## src/design/pals_pkg.sv

```systemverilog
// ----------------------------------------------------------------------------
// pals_pkg
// Constants, types and tables shared by the polyline arc length sampler.
// ----------------------------------------------------------------------------
package pals_pkg;

	localparam int MAX_SEGMENTS  = 1024;
	localparam int INDEX_DEPTH   = 1024;
	localparam int BUCKET_LENGTH = 100;

	localparam int SEG_IW = $clog2(MAX_SEGMENTS);
	localparam int CNT_W  = $clog2(MAX_SEGMENTS + 1);
	localparam int BKT_IW = $clog2(INDEX_DEPTH);
	localparam int BCNT_W = $clog2(INDEX_DEPTH + 1);

	// one bucket spans BUCKET_LENGTH whole units of Q24.8 length
	localparam longint BKT_UNIT = longint'(BUCKET_LENGTH) * 256;
	localparam int     THR_W    = $clog2(longint'(INDEX_DEPTH) * BKT_UNIT + 1);
	localparam int     CMP_W    = (THR_W > 32) ? THR_W : 32;

	// offset / BKT_UNIT as (offset >> 8) * RECIP >> RECIP_SH
	localparam int     V_W      = 23;
	localparam int     RECIP_SH = 32;
	localparam longint RECIP    = ((64'd1 << RECIP_SH) + BUCKET_LENGTH - 1) / BUCKET_LENGTH;
	localparam int     RECIP_W  = $clog2(RECIP + 1);
	localparam int     PROD_W   = V_W + RECIP_W;
	localparam int     QW       = PROD_W - RECIP_SH;
	localparam int     CMPQ     = (QW > BCNT_W) ? QW : BCNT_W;

	localparam int CORDIC_STEPS = 14;
	localparam int STEP_W       = $clog2(CORDIC_STEPS);
	localparam int CW           = 44;
	localparam int ZW           = 17;
	localparam logic [23:0] GAIN_Q24 = 24'd10188014;
	localparam logic signed [CW-1:0] GAIN_Q28 = 44'sd163008219;

	localparam logic [2:0] OP_ADD   = 3'd0;
	localparam logic [2:0] OP_POINT = 3'd1;
	localparam logic [2:0] OP_ANGLE = 3'd2;
	localparam logic [2:0] OP_VAR   = 3'd3;
	localparam logic [2:0] OP_CLEAR = 3'd4;

	localparam logic [1:0] ST_OK    = 2'd0;
	localparam logic [1:0] ST_EMPTY = 2'd1;
	localparam logic [1:0] ST_FULL  = 2'd2;

	typedef struct packed {
		logic signed [31:0] sx;
		logic signed [31:0] sy;
		logic        [31:0] offset;
		logic        [31:0] length;
		logic signed [15:0] angle;
	} seg_word_t;

	typedef struct packed {
		logic              en;
		logic [SEG_IW-1:0] addr;
		seg_word_t         data;
	} seg_wr_t;

	typedef struct packed {
		logic              en;
		logic [BKT_IW-1:0] addr;
		logic [SEG_IW-1:0] data;
	} bkt_wr_t;

	typedef struct packed {
		logic               start;
		logic               vect;
		logic signed [32:0] dx;
		logic signed [32:0] dy;
		logic signed [15:0] angle;
	} cordic_cmd_t;

	typedef struct packed {
		logic                 done;
		logic                 neg;
		logic signed [CW-1:0] x;
		logic signed [CW-1:0] y;
		logic signed [ZW-1:0] z;
	} cordic_res_t;

	// atan(2^-k) in binary angle units, 32768 = pi
	function automatic logic [13:0] atan_unit(input logic [STEP_W-1:0] k);
		logic [13:0] a;
		case (k)
			4'd0:    a = 14'd8192;
			4'd1:    a = 14'd4836;
			4'd2:    a = 14'd2555;
			4'd3:    a = 14'd1297;
			4'd4:    a = 14'd651;
			4'd5:    a = 14'd326;
			4'd6:    a = 14'd163;
			4'd7:    a = 14'd81;
			4'd8:    a = 14'd41;
			4'd9:    a = 14'd20;
			4'd10:   a = 14'd10;
			4'd11:   a = 14'd5;
			4'd12:   a = 14'd3;
			4'd13:   a = 14'd1;
			default: a = 14'd0;
		endcase
		return a;
	endfunction

endpackage

```

## src/design/pals_cordic.sv

```systemverilog
// ----------------------------------------------------------------------------
// pals_cordic
// Iterative CORDIC, one micro-rotation per cycle, vectoring or rotation mode.
// ----------------------------------------------------------------------------
module pals_cordic (
	input  logic                  clk,
	input  logic                  arst_n,
	input  pals_pkg::cordic_cmd_t cmd,
	output pals_pkg::cordic_res_t res
);
	import pals_pkg::*;

	logic signed [CW-1:0] x_q, y_q;
	logic signed [ZW-1:0] z_q;
	logic [STEP_W-1:0]    k_q;
	logic                 busy_q, vect_q, neg_q, done_q;

	logic signed [CW-1:0] x0, y0, xs, ys, dx64;
	logic signed [ZW-1:0] z0, za, zin;
	logic                 neg0, up;

	always_comb begin
		dx64 = CW'(cmd.dx) <<< 6;
		x0   = GAIN_Q28;
		y0   = '0;
		z0   = '0;
		neg0 = 1'b0;
		zin  = ZW'(cmd.angle);
		if (cmd.vect) begin
			// left half plane: turn by pi first
			if (dx64 < 0) begin
				x0 = -dx64;
				y0 = -(CW'(cmd.dy) <<< 6);
				z0 = 17'sd32768;
			end else begin
				x0 = dx64;
				y0 = CW'(cmd.dy) <<< 6;
			end
		end else begin
			z0 = zin;
			if (zin > 17'sd16384) begin
				z0   = zin - 17'sd32768;
				neg0 = 1'b1;
			end else if (zin < -17'sd16384) begin
				z0   = zin + 17'sd32768;
				neg0 = 1'b1;
			end
		end
	end

	assign xs = x_q >>> k_q;
	assign ys = y_q >>> k_q;
	assign za = ZW'($signed({1'b0, atan_unit(k_q)}));
	assign up = vect_q ? (y_q > 0) : (z_q < 0);

	always_ff @(posedge clk or negedge arst_n) begin
		if (!arst_n) begin
			busy_q <= 1'b0;
			done_q <= 1'b0;
			k_q    <= '0;
		end else begin
			done_q <= 1'b0;
			if (cmd.start) begin
				busy_q <= 1'b1;
				k_q    <= '0;
			end else if (busy_q) begin
				if (k_q == STEP_W'(CORDIC_STEPS - 1)) begin
					busy_q <= 1'b0;
					done_q <= 1'b1;
				end
				k_q <= k_q + 1'b1;
			end
		end
	end

	always_ff @(posedge clk) begin
		if (cmd.start) begin
			x_q    <= x0;
			y_q    <= y0;
			z_q    <= z0;
			vect_q <= cmd.vect;
			neg_q  <= neg0;
		end else if (busy_q) begin
			if (up) begin
				x_q <= x_q + ys;
				y_q <= y_q - xs;
				z_q <= z_q + za;
			end else begin
				x_q <= x_q - ys;
				y_q <= y_q + xs;
				z_q <= z_q - za;
			end
		end
	end

	assign res.done = done_q;
	assign res.neg  = neg_q;
	assign res.x    = x_q;
	assign res.y    = y_q;
	assign res.z    = z_q;

endmodule

```

## config.mk

```make
export PLATFORM = sky130hd
export DESIGN_NAME = pals_cordic
export DESIGN_NICKNAME = d
export VERILOG_FILES = /design/src/design/pals_pkg.sv /design/src/design/pals_cordic.sv
export SDC_FILE = /design/constraint.sdc
export NUM_CORES = 1
export LEC_CHECK = 0
export ABC_AREA = 1
export BUFFER_PORTS_ARGS = -buffer_cell sky130_fd_sc_hd__buf_2
export CAP_MARGIN = 20
export CORE_MARGIN = 2
export CORE_UTILIZATION = 45
export CTS_CLUSTER_DIAMETER = 40
export CTS_CLUSTER_SIZE = 16
export DETAILED_ROUTE_END_ITERATION = 12
export GPL_TIMING_DRIVEN = 1
export HOLD_SLACK_MARGIN = 0.12
export PLACE_DENSITY = 0.61
export SLEW_MARGIN = 25
export SYNTH_ARGS = -nofsm -noshare
export SYNTH_HDL_FRONTEND = slang
export SYNTH_SLANG_ARGS = --single-unit
export TNS_END_PERCENT = 10
```

## constraint.sdc

```tcl
create_clock -name clk -period 7 [get_ports clk]
set_clock_uncertainty 0.1 [all_clocks]
set_input_delay 0.7 -clock clk [delete_from_list [all_inputs] [get_ports clk]]
set_output_delay 0.7 -clock clk [all_outputs]
set_load 0.05 [all_outputs]
```

-- Word level (Yosys, flattened, before mapping)
Memories as Yosys holds them, arrays and structs flattened.
Index checks and enable logic that the tools add are counted.
- memories: 1
- memory bits (read-only): 224
- register bits: 113
- logic and storage cells: 57
- output and inout port bits: 107
- input port bits: 86
- memory list (memory ; depth ; bits a word ; read ports ; clocked after memory_dff ; write ports ; RTL line ; text):
    (name not given) ; 16 ; 14 ; 1 ; 0 ; 0 ; pals_pkg.sv:86 ; case (k)
- reduce and logical (&&, ||, !) cells: 1
- mux-type cells: 28
- shift operators: 2
- order comparisons: 5
- eq/ne operators: 1
- $add $sub $neg: 11
- operator list (cell ; number):
    two-way mux 44 bit ; 10
    two-way mux 17 bit ; 6
    adder 44 bit ; 2
    negation 39 -> 44 bit ; 2
    >>> shifter 44 x 4 -> 44 bit ; 2
    subtractor 44 bit ; 2
    greater-than comparator 44 x 1 -> 1 bit, second input constant ; 1
    less-than comparator 39 x 1 -> 1 bit, second input constant ; 1
    adder 16 x 17 -> 17 bit, second input constant ; 1
    adder 17 x 15 -> 17 bit ; 1
    less-than comparator 17 x 1 -> 1 bit, second input constant ; 1
    subtractor 16 x 17 -> 17 bit, second input constant ; 1
    subtractor 17 x 15 -> 17 bit ; 1
    greater-than comparator 16 bit, second input constant ; 1
    less-than comparator 16 x 15 -> 1 bit, second input constant ; 1
    two-way mux 16 bit ; 1
    two-way mux 1 bit ; 9
    two-way mux 4 bit ; 2
    adder 4 x 1 -> 4 bit, second input constant ; 1
    equality test 4 bit, second input constant ; 1
    nonzero test 2 bit ; 1

-- Depth between registers and ports, before layout
Gate-level depths: netlist (run 1).
- word-level depth: 5
- gate-level depth with buffers: 33
- gate-level depth less buffers: 32

-- Worst setup path before layout (run 1)
No wires, ideal clock.
- path kind: flip-flop to flip-flop
- from: register y_q[43]
- to: register x_q[33], data pin
- buffers on the path: 3
- arrival time: 4.043 ns
- setup time: 0.253 ns
- slack: 2.604 ns
- stages on the path, launching flop included: 25
- required time: 6.647 ns
- clock period less this slack: 4.396 ns
- cells stage by stage: edfxtp_1 -> clkbuf_1 -> nor4_1 -> and3_1 -> nand3_1 -> a21oi_1 -> buf_2 -> buf_4 -> o21ai_0 -> xor2_1 -> inv_1 -> ha_1 -> a21oi_1 -> nor2_1 -> nor2_1 -> inv_1 -> a21oi_1 -> o21ai_0 -> a21oi_1 -> o21ai_0 -> nand2_1 -> nand2_1 -> or2_2 -> nand3_1 -> nand2_1
- word-level cells in the longest chain between the ends: 5
- elaborated cells on any way between the ends: 8
- those cells by class: add/sub: 2; order compare: 1; shift: 1; mux: 4
- ends and longest elaborated chain (item ; RTL line ; text):
    from (decl) ; pals_cordic.sv:13 ; logic signed [CW-1:0] x_q, y_q;
    from (signal assigned) ; pals_cordic.sv:79 ; y_q <= y0;
    from (signal assigned) ; pals_cordic.sv:86 ; y_q <= y_q - xs;
    from (signal assigned) ; pals_cordic.sv:90 ; y_q <= y_q + xs;
    >>> shifter 44 x 4 -> 44 bit or greater-than comparator 44 x 1 -> 1 bit (tied branches) ; pals_cordic.sv:52, pals_cordic.sv:54 ;
    subtractor 44 bit, or another cell as far along ; pals_cordic.sv:89 ; x_q <= x_q - ys;
    two-way mux 44 bit * ; pals_cordic.sv:84 ; if (up) begin
    two-way mux 44 bit * ; pals_cordic.sv:83 ; end else if (busy_q) begin
    two-way mux 44 bit * ; pals_cordic.sv:77 ; if (cmd.start) begin
    to (signal assigned) ; pals_cordic.sv:85 ; x_q <= x_q + ys;
    to (signal assigned) ; pals_cordic.sv:89 ;
    to (decl) ; pals_cordic.sv:13 ;
Every way passes the cells marked *; elsewhere a longest branch is shown, timed or not. The select of a mux whose other input is x is not followed.
A chain may end at the register's enable or synchronous reset.

-- Worst setup path in the final report (run 1)
- from: register k_q[0]
- to: register x_q[33], data pin
- word-level cells in the longest chain between the ends: 5
- elaborated cells on any way between the ends: 6
- those cells by class: add/sub: 2; shift: 1; mux: 3
- ends and longest elaborated chain (item ; RTL line ; text):
    from (decl) ; pals_cordic.sv:15 ; logic [STEP_W-1:0] k_q;
    from (signal assigned) ; pals_cordic.sv:71 ; k_q <= k_q + 1'b1;
    >>> shifter 44 x 4 -> 44 bit * ; pals_cordic.sv:52 ; assign ys = y_q >>> k_q;
    subtractor 44 bit or adder 44 bit (tied branches) ; pals_cordic.sv:89, pals_cordic.sv:85 ;
    two-way mux 44 bit * ; pals_cordic.sv:84 ;
    two-way mux 44 bit * ; pals_cordic.sv:83 ;
    two-way mux 44 bit * ; pals_cordic.sv:77 ;
Marked as above.

==> results of run 1 <==
synthesized netlist by cell type, types with 18 or more instances:
master                     count  area, um2
sky130_fd_sc_hd__a31oi_1      32      200.2
sky130_fd_sc_hd__inv_1       309       1160
sky130_fd_sc_hd__ha_1        120       1501
sky130_fd_sc_hd__xnor2_1      40      350.3
sky130_fd_sc_hd__nor2_1      376       1411
sky130_fd_sc_hd__nor3_1       46      230.2
sky130_fd_sc_hd__nand3_1     497       2487
sky130_fd_sc_hd__buf_2        38      190.2
sky130_fd_sc_hd__o21ai_0     195      975.9
sky130_fd_sc_hd__nand2_1     942       3536
sky130_fd_sc_hd__or2_2        18      112.6
sky130_fd_sc_hd__o21ai_1      30      150.1
sky130_fd_sc_hd__inv_2        18      67.56
sky130_fd_sc_hd__xor2_1       99      867.1
sky130_fd_sc_hd__nand4_1      28      175.2
sky130_fd_sc_hd__clkbuf_1     39      146.4
sky130_fd_sc_hd__a21oi_1     193      965.9
sky130_fd_sc_hd__edfxtp_1    107       3213
state kept, by name, indices dropped and copies added, names as in the netlist:
signal and flops:
done_q 1, k_q 4, y_q 44, neg_q 1
busy_q 1, x_q 44, z_q 17, vect_q 1
final cells by class:
cell class | instances | share of cell area [%]
multi-input cells | 2816 | 67.14
flip-flops and latches | 113 | 15.57
inverters | 329 | 5.716
repair buffers | 223 | 5.641
well taps | 585 | 3.381
clock buffers | 19 | 2.000
clock inverters | 13 | 0.5548
cells by family after synthesis:
kind of cell / after synthesis / share of synthesized area [%]
xor gates and xnor gates: 139 / 6.167
DFF: 113 / 17.04
and+or+nand+nor: 1981 / 42.95
AOI/OAI and AO/OA: 573 / 16.50
adders and majority gates: 123 / 7.910
buffers and inverters: 448 / 9.437
worst max path at each step:
stage / start / end / slack (ns) / depth (start not counted)
floorplan: y_q[43] / x_q[33] / 2.60 / 24
global placement: k_q[0] / x_q[33] / 0.83 / 32
detailed placement: k_q[0] / x_q[33] / 0.77 / 32
CTS: k_q[0] / x_q[33] / 0.74 / 32
global route: k_q[0] / x_q[33] / 0.09 / 32
finish: k_q[0] / x_q[33] / 0.55 / 32
metrics by stage:
| stage | cell area [um2] | utilization (%) | cells | hold slack, ns | worst slack (ns) |
|---|---|---|---|---|---|
| finish | 21650 | 50.14 | 4098 | 0.4108 | 0.5475 |
| global route | 21650 | 50.14 | 4098 | 0.4148 | 0.08786 |
| detailed placement | 21090 | 48.84 | 4065 | 0.4292 | 0.7715 |
| floorplan | 19740 | - | 3377 | 0.3044 | 2.604 |
| global placement | 21090 | 48.84 | 4065 | 0.4259 | 0.8332 |
| CTS | 21650 | 50.14 | 4098 | 0.3928 | 0.7370 |
repair_timing:
item                                    in CTS  in global routing
setup buffers                                0                  0
endpoints found under the setup margin       0                  0
hold endpoints to repair                     6                  0
hold buffers                                 1                  0
metal layers:
metal,share of wire (%),track usage (%),vias up,wire (um)
li1,-,-,11620,-
met5,0.014,0,-,12
met1,46,56.49,11120,40260
met2,39,53.43,1338,34620
met4,3.0,12.81,2,2678
met3,12,10.46,149,10480
worst max-delay path: cells and delay by family (launching register included):
family          cells  cell delay, ns
fa+ha+maj           2            0.64
buf+inv             7            1.16
simple gates       17            2.01
flops               1            0.57
compound gates      5            1.43
xor+xnor            1            0.28
==> reports/qor.tcl, run 1 <==
set qor(status) {completed}
set qor(ys_dominant_reg_cell) {sky130_fd_sc_hd__edfxtp_1}
set qor(timing.critical_path.to_type) {register}
set qor(via_count) 24230
set qor(post-route-period-util_pct) 92.18
set qor(final_period_minus_worst_setup_slack_ns) 6.453
set qor(fp.dieArea_um2) 45560
set qor(max_stage_delay_ns) 0.57
set qor(worst_slew_margin_rel_pct) 19.64
set qor(port-buffer-count) 192
set qor(track_usage_pct) 38.42
set qor(synth_seq_area_share_pct) 17.04
set qor(layout.nets) 3709
set qor(drt_iter0_markers) 3186
set qor(routed_wl_um) 88050
set qor(register_area_um2) 3371
set qor(synthesis.instances) 3377
set qor(cp_required_ns) 7.15
set qor(worst-setup-path-type) {register to register}
set qor(flow.area_growth_from_synthesis_pct) 9.659
set qor(cts_resized) 0
set qor(drc) 0
set qor(max_cap_violations) 0
set qor(coreArea_um2) 43170
set qor(num_rows) 76
set qor(first_global_vias) 21770
set qor(critical_path.reg2reg.endpoint) {x_q[33]}
set qor(max-clock-path-buffers) 2
set qor(critPathLaunchType) {register}
set qor(number_of_synthesized_flops_with_an_enable_pin) 107
set qor(initial_core_utilization_pct) 45.73
set qor(fmaxAchievable_ghz) 0.1550
set qor(grt_antenna_before_repair) 2
set qor(dr.pass1.iters) 7
set qor(clock_pin_transition_on_the_worst_setup_and_hold_timing_paths_ns) 0.06
set qor(async_reset_ff_share_pct) 5.310
set qor(worst_case_hold_path_end_point) {z_q[0]}
set qor(synth_fp_nets) 3586
set qor(post_synth_num_cell_types) 61
set qor(layout_common_cells) {sky130_fd_sc_hd__nand2_1, sky130_fd_sc_hd__nand3_1, sky130_fd_sc_hd__nor2_1, sky130_fd_sc_hd__inv_1, sky130_fd_sc_hd__o21ai_0}
set qor(grt_overflow_total) 0
set qor(drive_above_1_share_pct) 9.621
set qor(hp-start) {cmd[0]}
set qor(h-tree-depth) 4
set qor(cts_num_sinks) 113
set qor(slew_violations) 0
set qor(n_antenna_cell) 0
set qor(fillers) 4633
set qor(syn_area_per_cell_um2) 5.846
set qor(hold_path.class) {input pin to register}
set qor(cts_made_buffers) 17
set qor(hpwl_um) 72460
set qor(detail_route.vias_per_cell) 5.912
set qor(timing.setup.tns_ns) 0
set qor(ys_seq_elements) 113
set qor(io_pins) 193
set qor(crit_arrival_ns) 6.60
set qor(wl_per_cell_um) 21.49
set qor(fp.dieW_um) 213.5
set qor(clk-insertion-delay-late_ns) 0.50
set qor(tritoncts) {done}
set qor(reg2reg_depth) 32
set qor(reg2reg_from) {k_q[0]}
set qor(grt_start_max_net_pins) 86
set qor(synthesis.yosys.warnings) 0
set qor(die_height_um) 213.5
set qor(worst_hold_path.num_cells) 3
set qor(worst_pin_slew_ns) 1.193
set qor(gp_congestion) 0.9711
set qor(post_synth_instance_area_um2) 19740
set qor(multi_input_comb_area_um2) 14530
set qor(final_antenna_net_count) 0
set qor(rsz0062_at_grt) {no}
set qor(slowest_cell_on_crit_path) {sky130_fd_sc_hd__dfrtp_4}
set qor(report.final.setup_viol) 0
set qor(cts_root_buf) {sky130_fd_sc_hd__clkbuf_16}
set qor(largest_fanout_on_the_critical_path) 40
set qor(mostFrequentLayoutCell) {sky130_fd_sc_hd__nand2_1}
set qor(hold_violations) 0
set qor(timing.reg2reg.setup_slack_ns) 0.55
set qor(grt_pass1_wl_um) 131300
set qor(critPathMostFrequentCell) {sky130_fd_sc_hd__nand2_1}
Power of run 1 is left out: the tool's default activity adds up to more than one toggle a clock period on the data nets, which glitch-free logic cannot reach.
==> inputs of run 2 (changes only) <==
- ABC_AREA: 1 -> default
- PLACE_DENSITY: 0.61 -> 0.62
==> reports/qor.tcl, run 2 <==
set qor(num_rows) 74
set qor(largest_fanout_on_the_critical_path) 36
set qor(drc) 0
set qor(fp.dieW_um) 206.8
set qor(cts_num_sinks) 113
set qor(post_synth_most_frequent_cells) {sky130_fd_sc_hd__nand2_1, sky130_fd_sc_hd__o21ai_0, sky130_fd_sc_hd__a21oi_1, sky130_fd_sc_hd__nor2_1, sky130_fd_sc_hd__xor2_1}
set qor(hold_violations) 0
set qor(synthesis.instances) 2108
set qor(clock_pin_transition_on_the_worst_setup_and_hold_timing_paths_ns) 0.06
set qor(async_reset_ff_share_pct) 5.310
set qor(route.layer.met1.wl_um) 28190
set qor(syn_area_per_cell_um2) 8.778
set qor(layout.nets) 2454
set qor(worst_hold_slack_ns) 0.4228
set qor(via_count) 18160
set qor(place_area_um2) 19880
set qor(synthesis.yosys.warnings) 0
set qor(synth_largest_type_area_fraction_pct) 17.36
set qor(ys_seq_elements) 113
set qor(max_cap_violations) 0
set qor(adder_and_majority_gate_portion_of_the_synthesized_area_pct) 8.439
set qor(hpwl_um) 50270
set qor(grt_start_max_net_pins) 92
set qor(wl_per_cell_um) 23.55
set qor(timing.setup.tns_ns) 0
set qor(fp.dieArea_um2) 42760
set qor(post-route-period-util_pct) 95.08
set qor(post_synth_num_cell_types) 94
set qor(wl_met2_um) 29520
set qor(fmaxAchievable_ghz) 0.1503
set qor(netlist_top_cells_area) {sky130_fd_sc_hd__edfxtp_1, sky130_fd_sc_hd__mux4_2, sky130_fd_sc_hd__ha_1}
set qor(largest_registers) {x_q (44), y_q (44), z_q (17)}
set qor(die_height_um) 206.8
set qor(synthSimpleGateAreaFrac_pct) 16.49
set qor(worst_pin_slew_ns) 1.070
set qor(final_antenna_net_count) 0
set qor(crit_arrival_ns) 6.77
set qor(post_synth_xor_area_fraction_pct) 10.79
set qor(reg2reg_depth) 21
set qor(stdcell_area_um2) 20570
set qor(report.final.setup_viol) 0
set qor(routed-wl-met3_um) 6405
set qor(critPathLaunchType) {register}
set qor(timing.reg2reg.setup_slack_ns) 0.34
set qor(share_of_the_synthesized_area_in_compound_gates_ao_oa_aoi_oai_pct) 22.42
set qor(grt_overflow_total) 0
set qor(cts_made_buffers) 17
set qor(post-synth-top-area-cell) {sky130_fd_sc_hd__edfxtp_1}
set qor(drt_iter0_markers) 1851
set qor(mostFrequentLayoutCell) {sky130_fd_sc_hd__nand2_1}
set qor(reg2reg_from) {k_q[0]}
set qor(drive_above_1_share_pct) 20.37
set qor(worst_case_hold_path_end_point) {z_q[5]}
set qor(io_pins) 193
set qor(worst_hold_path.num_cells) 3
set qor(rsz0062_at_grt) {yes}
set qor(hp-start) {cmd[5]}
set qor(routed_wl_um) 65720
set qor(post_synth_instance_area_um2) 18500
set qor(ys_dominant_reg_cell) {sky130_fd_sc_hd__edfxtp_1}
set qor(h-tree-depth) 4
set qor(synth_fp_nets) 2317
set qor(flow.area_growth_from_synthesis_pct) 11.15
set qor(layout_common_cells) {sky130_fd_sc_hd__nand2_1, sky130_fd_sc_hd__buf_2, sky130_fd_sc_hd__o21ai_0, sky130_fd_sc_hd__a21oi_1, sky130_fd_sc_hd__nor2_1}
set qor(port-buffer-count) 192
set qor(synth_seq_area_share_pct) 18.18
set qor(dr.pass1.iters) 6
set qor(track_usage_pct) 30.87
set qor(initial_core_utilization_pct) 45.42
set qor(worst-setup-path-type) {register to register}
set qor(gp_congestion) 0.9292
set qor(combinational_family_with_the_most_area_after_synthesis) {compound AO/OA/AOI/OAI gates}
set qor(clk-insertion-delay-late_ns) 0.47
set qor(tritoncts) {done}
set qor(max-clock-path-buffers) 2
set qor(worst_slew_margin_rel_pct) 28.43
set qor(post_synth_mux_area_share_pct) 19.05
set qor(detail_route.vias_per_cell) 6.508
set qor(slew_violations) 0
set qor(final_period_minus_worst_setup_slack_ns) 6.656
set qor(number_of_synthesized_flops_with_an_enable_pin) 107
set qor(grt_pass1_wl_um) 100400
set qor(coreArea_um2) 40740
set qor(topRoutingLayerUsed) {met5}
set qor(timing.critical_path.to_type) {register}
set qor(critical_path.reg2reg.endpoint) {x_q[41]}
set qor(hold_path.class) {input pin to register}
set qor(status) {completed}
set qor(cp_required_ns) 7.11
set qor(cts_root_buf) {sky130_fd_sc_hd__clkbuf_16}
set qor(first_global_vias) 17140
set qor(grt_antenna_before_repair) 3
set qor(yosysMostFrequentCell) {sky130_fd_sc_hd__nand2_1}
-- run 2: cell count changes after synthesis, moves of 33 or more --
| cell | delta |
|---|---|
| sky130_fd_sc_hd__xnor2_1 | +65 |
| sky130_fd_sc_hd__mux4_2 | +100 |
| sky130_fd_sc_hd__nand3_1 | -457 |
| sky130_fd_sc_hd__nor2_1 | -244 |
| sky130_fd_sc_hd__a21o_1 | +40 |
| sky130_fd_sc_hd__o21ai_0 | -47 |
| sky130_fd_sc_hd__a21oi_1 | -49 |
| sky130_fd_sc_hd__inv_1 | -248 |
| sky130_fd_sc_hd__mux2_2 | +33 |
| sky130_fd_sc_hd__mux2i_1 | +51 |
| sky130_fd_sc_hd__nand2_1 | -737 |
| sky130_fd_sc_hd__o22ai_1 | +37 |
-- run 2: critical path, stage by stage, from the launching register on --
cell and delay (ns):
sky130_fd_sc_hd__dfrtp_4 0.71, sky130_fd_sc_hd__buf_6 0.34, sky130_fd_sc_hd__mux4_2 0.54, sky130_fd_sc_hd__nor2_1 0.15, sky130_fd_sc_hd__nor2_1 0.07, sky130_fd_sc_hd__o21ai_0 0.40, sky130_fd_sc_hd__ha_1 0.27, sky130_fd_sc_hd__nand2_1 0.08
sky130_fd_sc_hd__nor2b_1 0.30, sky130_fd_sc_hd__a21oi_1 0.13, sky130_fd_sc_hd__xor2_1 0.27, sky130_fd_sc_hd__ha_1 0.36, sky130_fd_sc_hd__a211oi_1 0.26, sky130_fd_sc_hd__a32oi_1 0.13, sky130_fd_sc_hd__a21oi_1 0.38, sky130_fd_sc_hd__o21ai_0 0.33
sky130_fd_sc_hd__a21oi_2 0.38, sky130_fd_sc_hd__nor3b_1 0.12, sky130_fd_sc_hd__nor3_1 0.24, sky130_fd_sc_hd__o21ai_0 0.22, sky130_fd_sc_hd__o22ai_1 0.23, sky130_fd_sc_hd__mux2_2 0.36
-- run 2: metal layers --
layer	GRT usage, %	vias up
met5	0	-
met1	43.37	8775
met3	5.651	120
met2	48.45	909
li1	-	8357
met4	9.144	2
-- run 2: kinds of logic after synthesis --
family,Yosys count
adders and majority gates,123
muxes,199
and+or+nand+nor,622
xor gates and xnor gates,228
DFF,113
AOI/OAI and AO/OA,641
buffers and inverters,182
-- run 2: how the worst max path moves through the flow --
stage | cells past startpoint | slack [ns] | start | endpoint
2_1_floorplan | 31 | 0.03 | k_q[2] | y_q[43]
3_3_place_gp | 22 | 0.25 | k_q[0] | x_q[34]
3_5_place_dp | 22 | 0.19 | k_q[0] | x_q[34]
4_1_cts | 19 | 0.16 | k_q[1] | x_q[34]
5_1_grt | 24 | -0.002 | k_q[0] | x_q[41]
6_report | 21 | 0.34 | k_q[0] | x_q[41]
-- run 2: final cells by class --
type | count | area [um2]
fillers | 3980 | 20170
well taps | 532 | 665.6
flip-flops and latches | 113 | 3378
inverters | 65 | 244.0
clock buffers | 19 | 432.9
diodes | 1 | 2.502
multi-input cells | 1813 | 14330
clock inverters | 13 | 161.4
repair buffers | 235 | 1349
-- run 2: metrics by stage --
stage	worst slack [ns]	std cells	util (%)
6_report	0.3444	2791	50.49
5_1_grt	-0.001851	2790	50.48
3_5_place_dp	0.1925	2755	48.81
2_1_floorplan	0.03018	2108	-
3_3_place_gp	0.2452	2755	48.79
4_1_cts	0.1561	2788	50.29
-- run 2: repair_timing --
| item | 4_1_cts | 5_1_grt |
|---|---|---|
| endpoints found under the hold margin | 6 | 0 |
| resized for setup | 0 | 8 |
| setup buffers | 0 | 1 |
| setup endpoints to repair | 0 | 21 |
| hold buffers | 1 | 0 |
Power of run 2 is left out for the same reason.
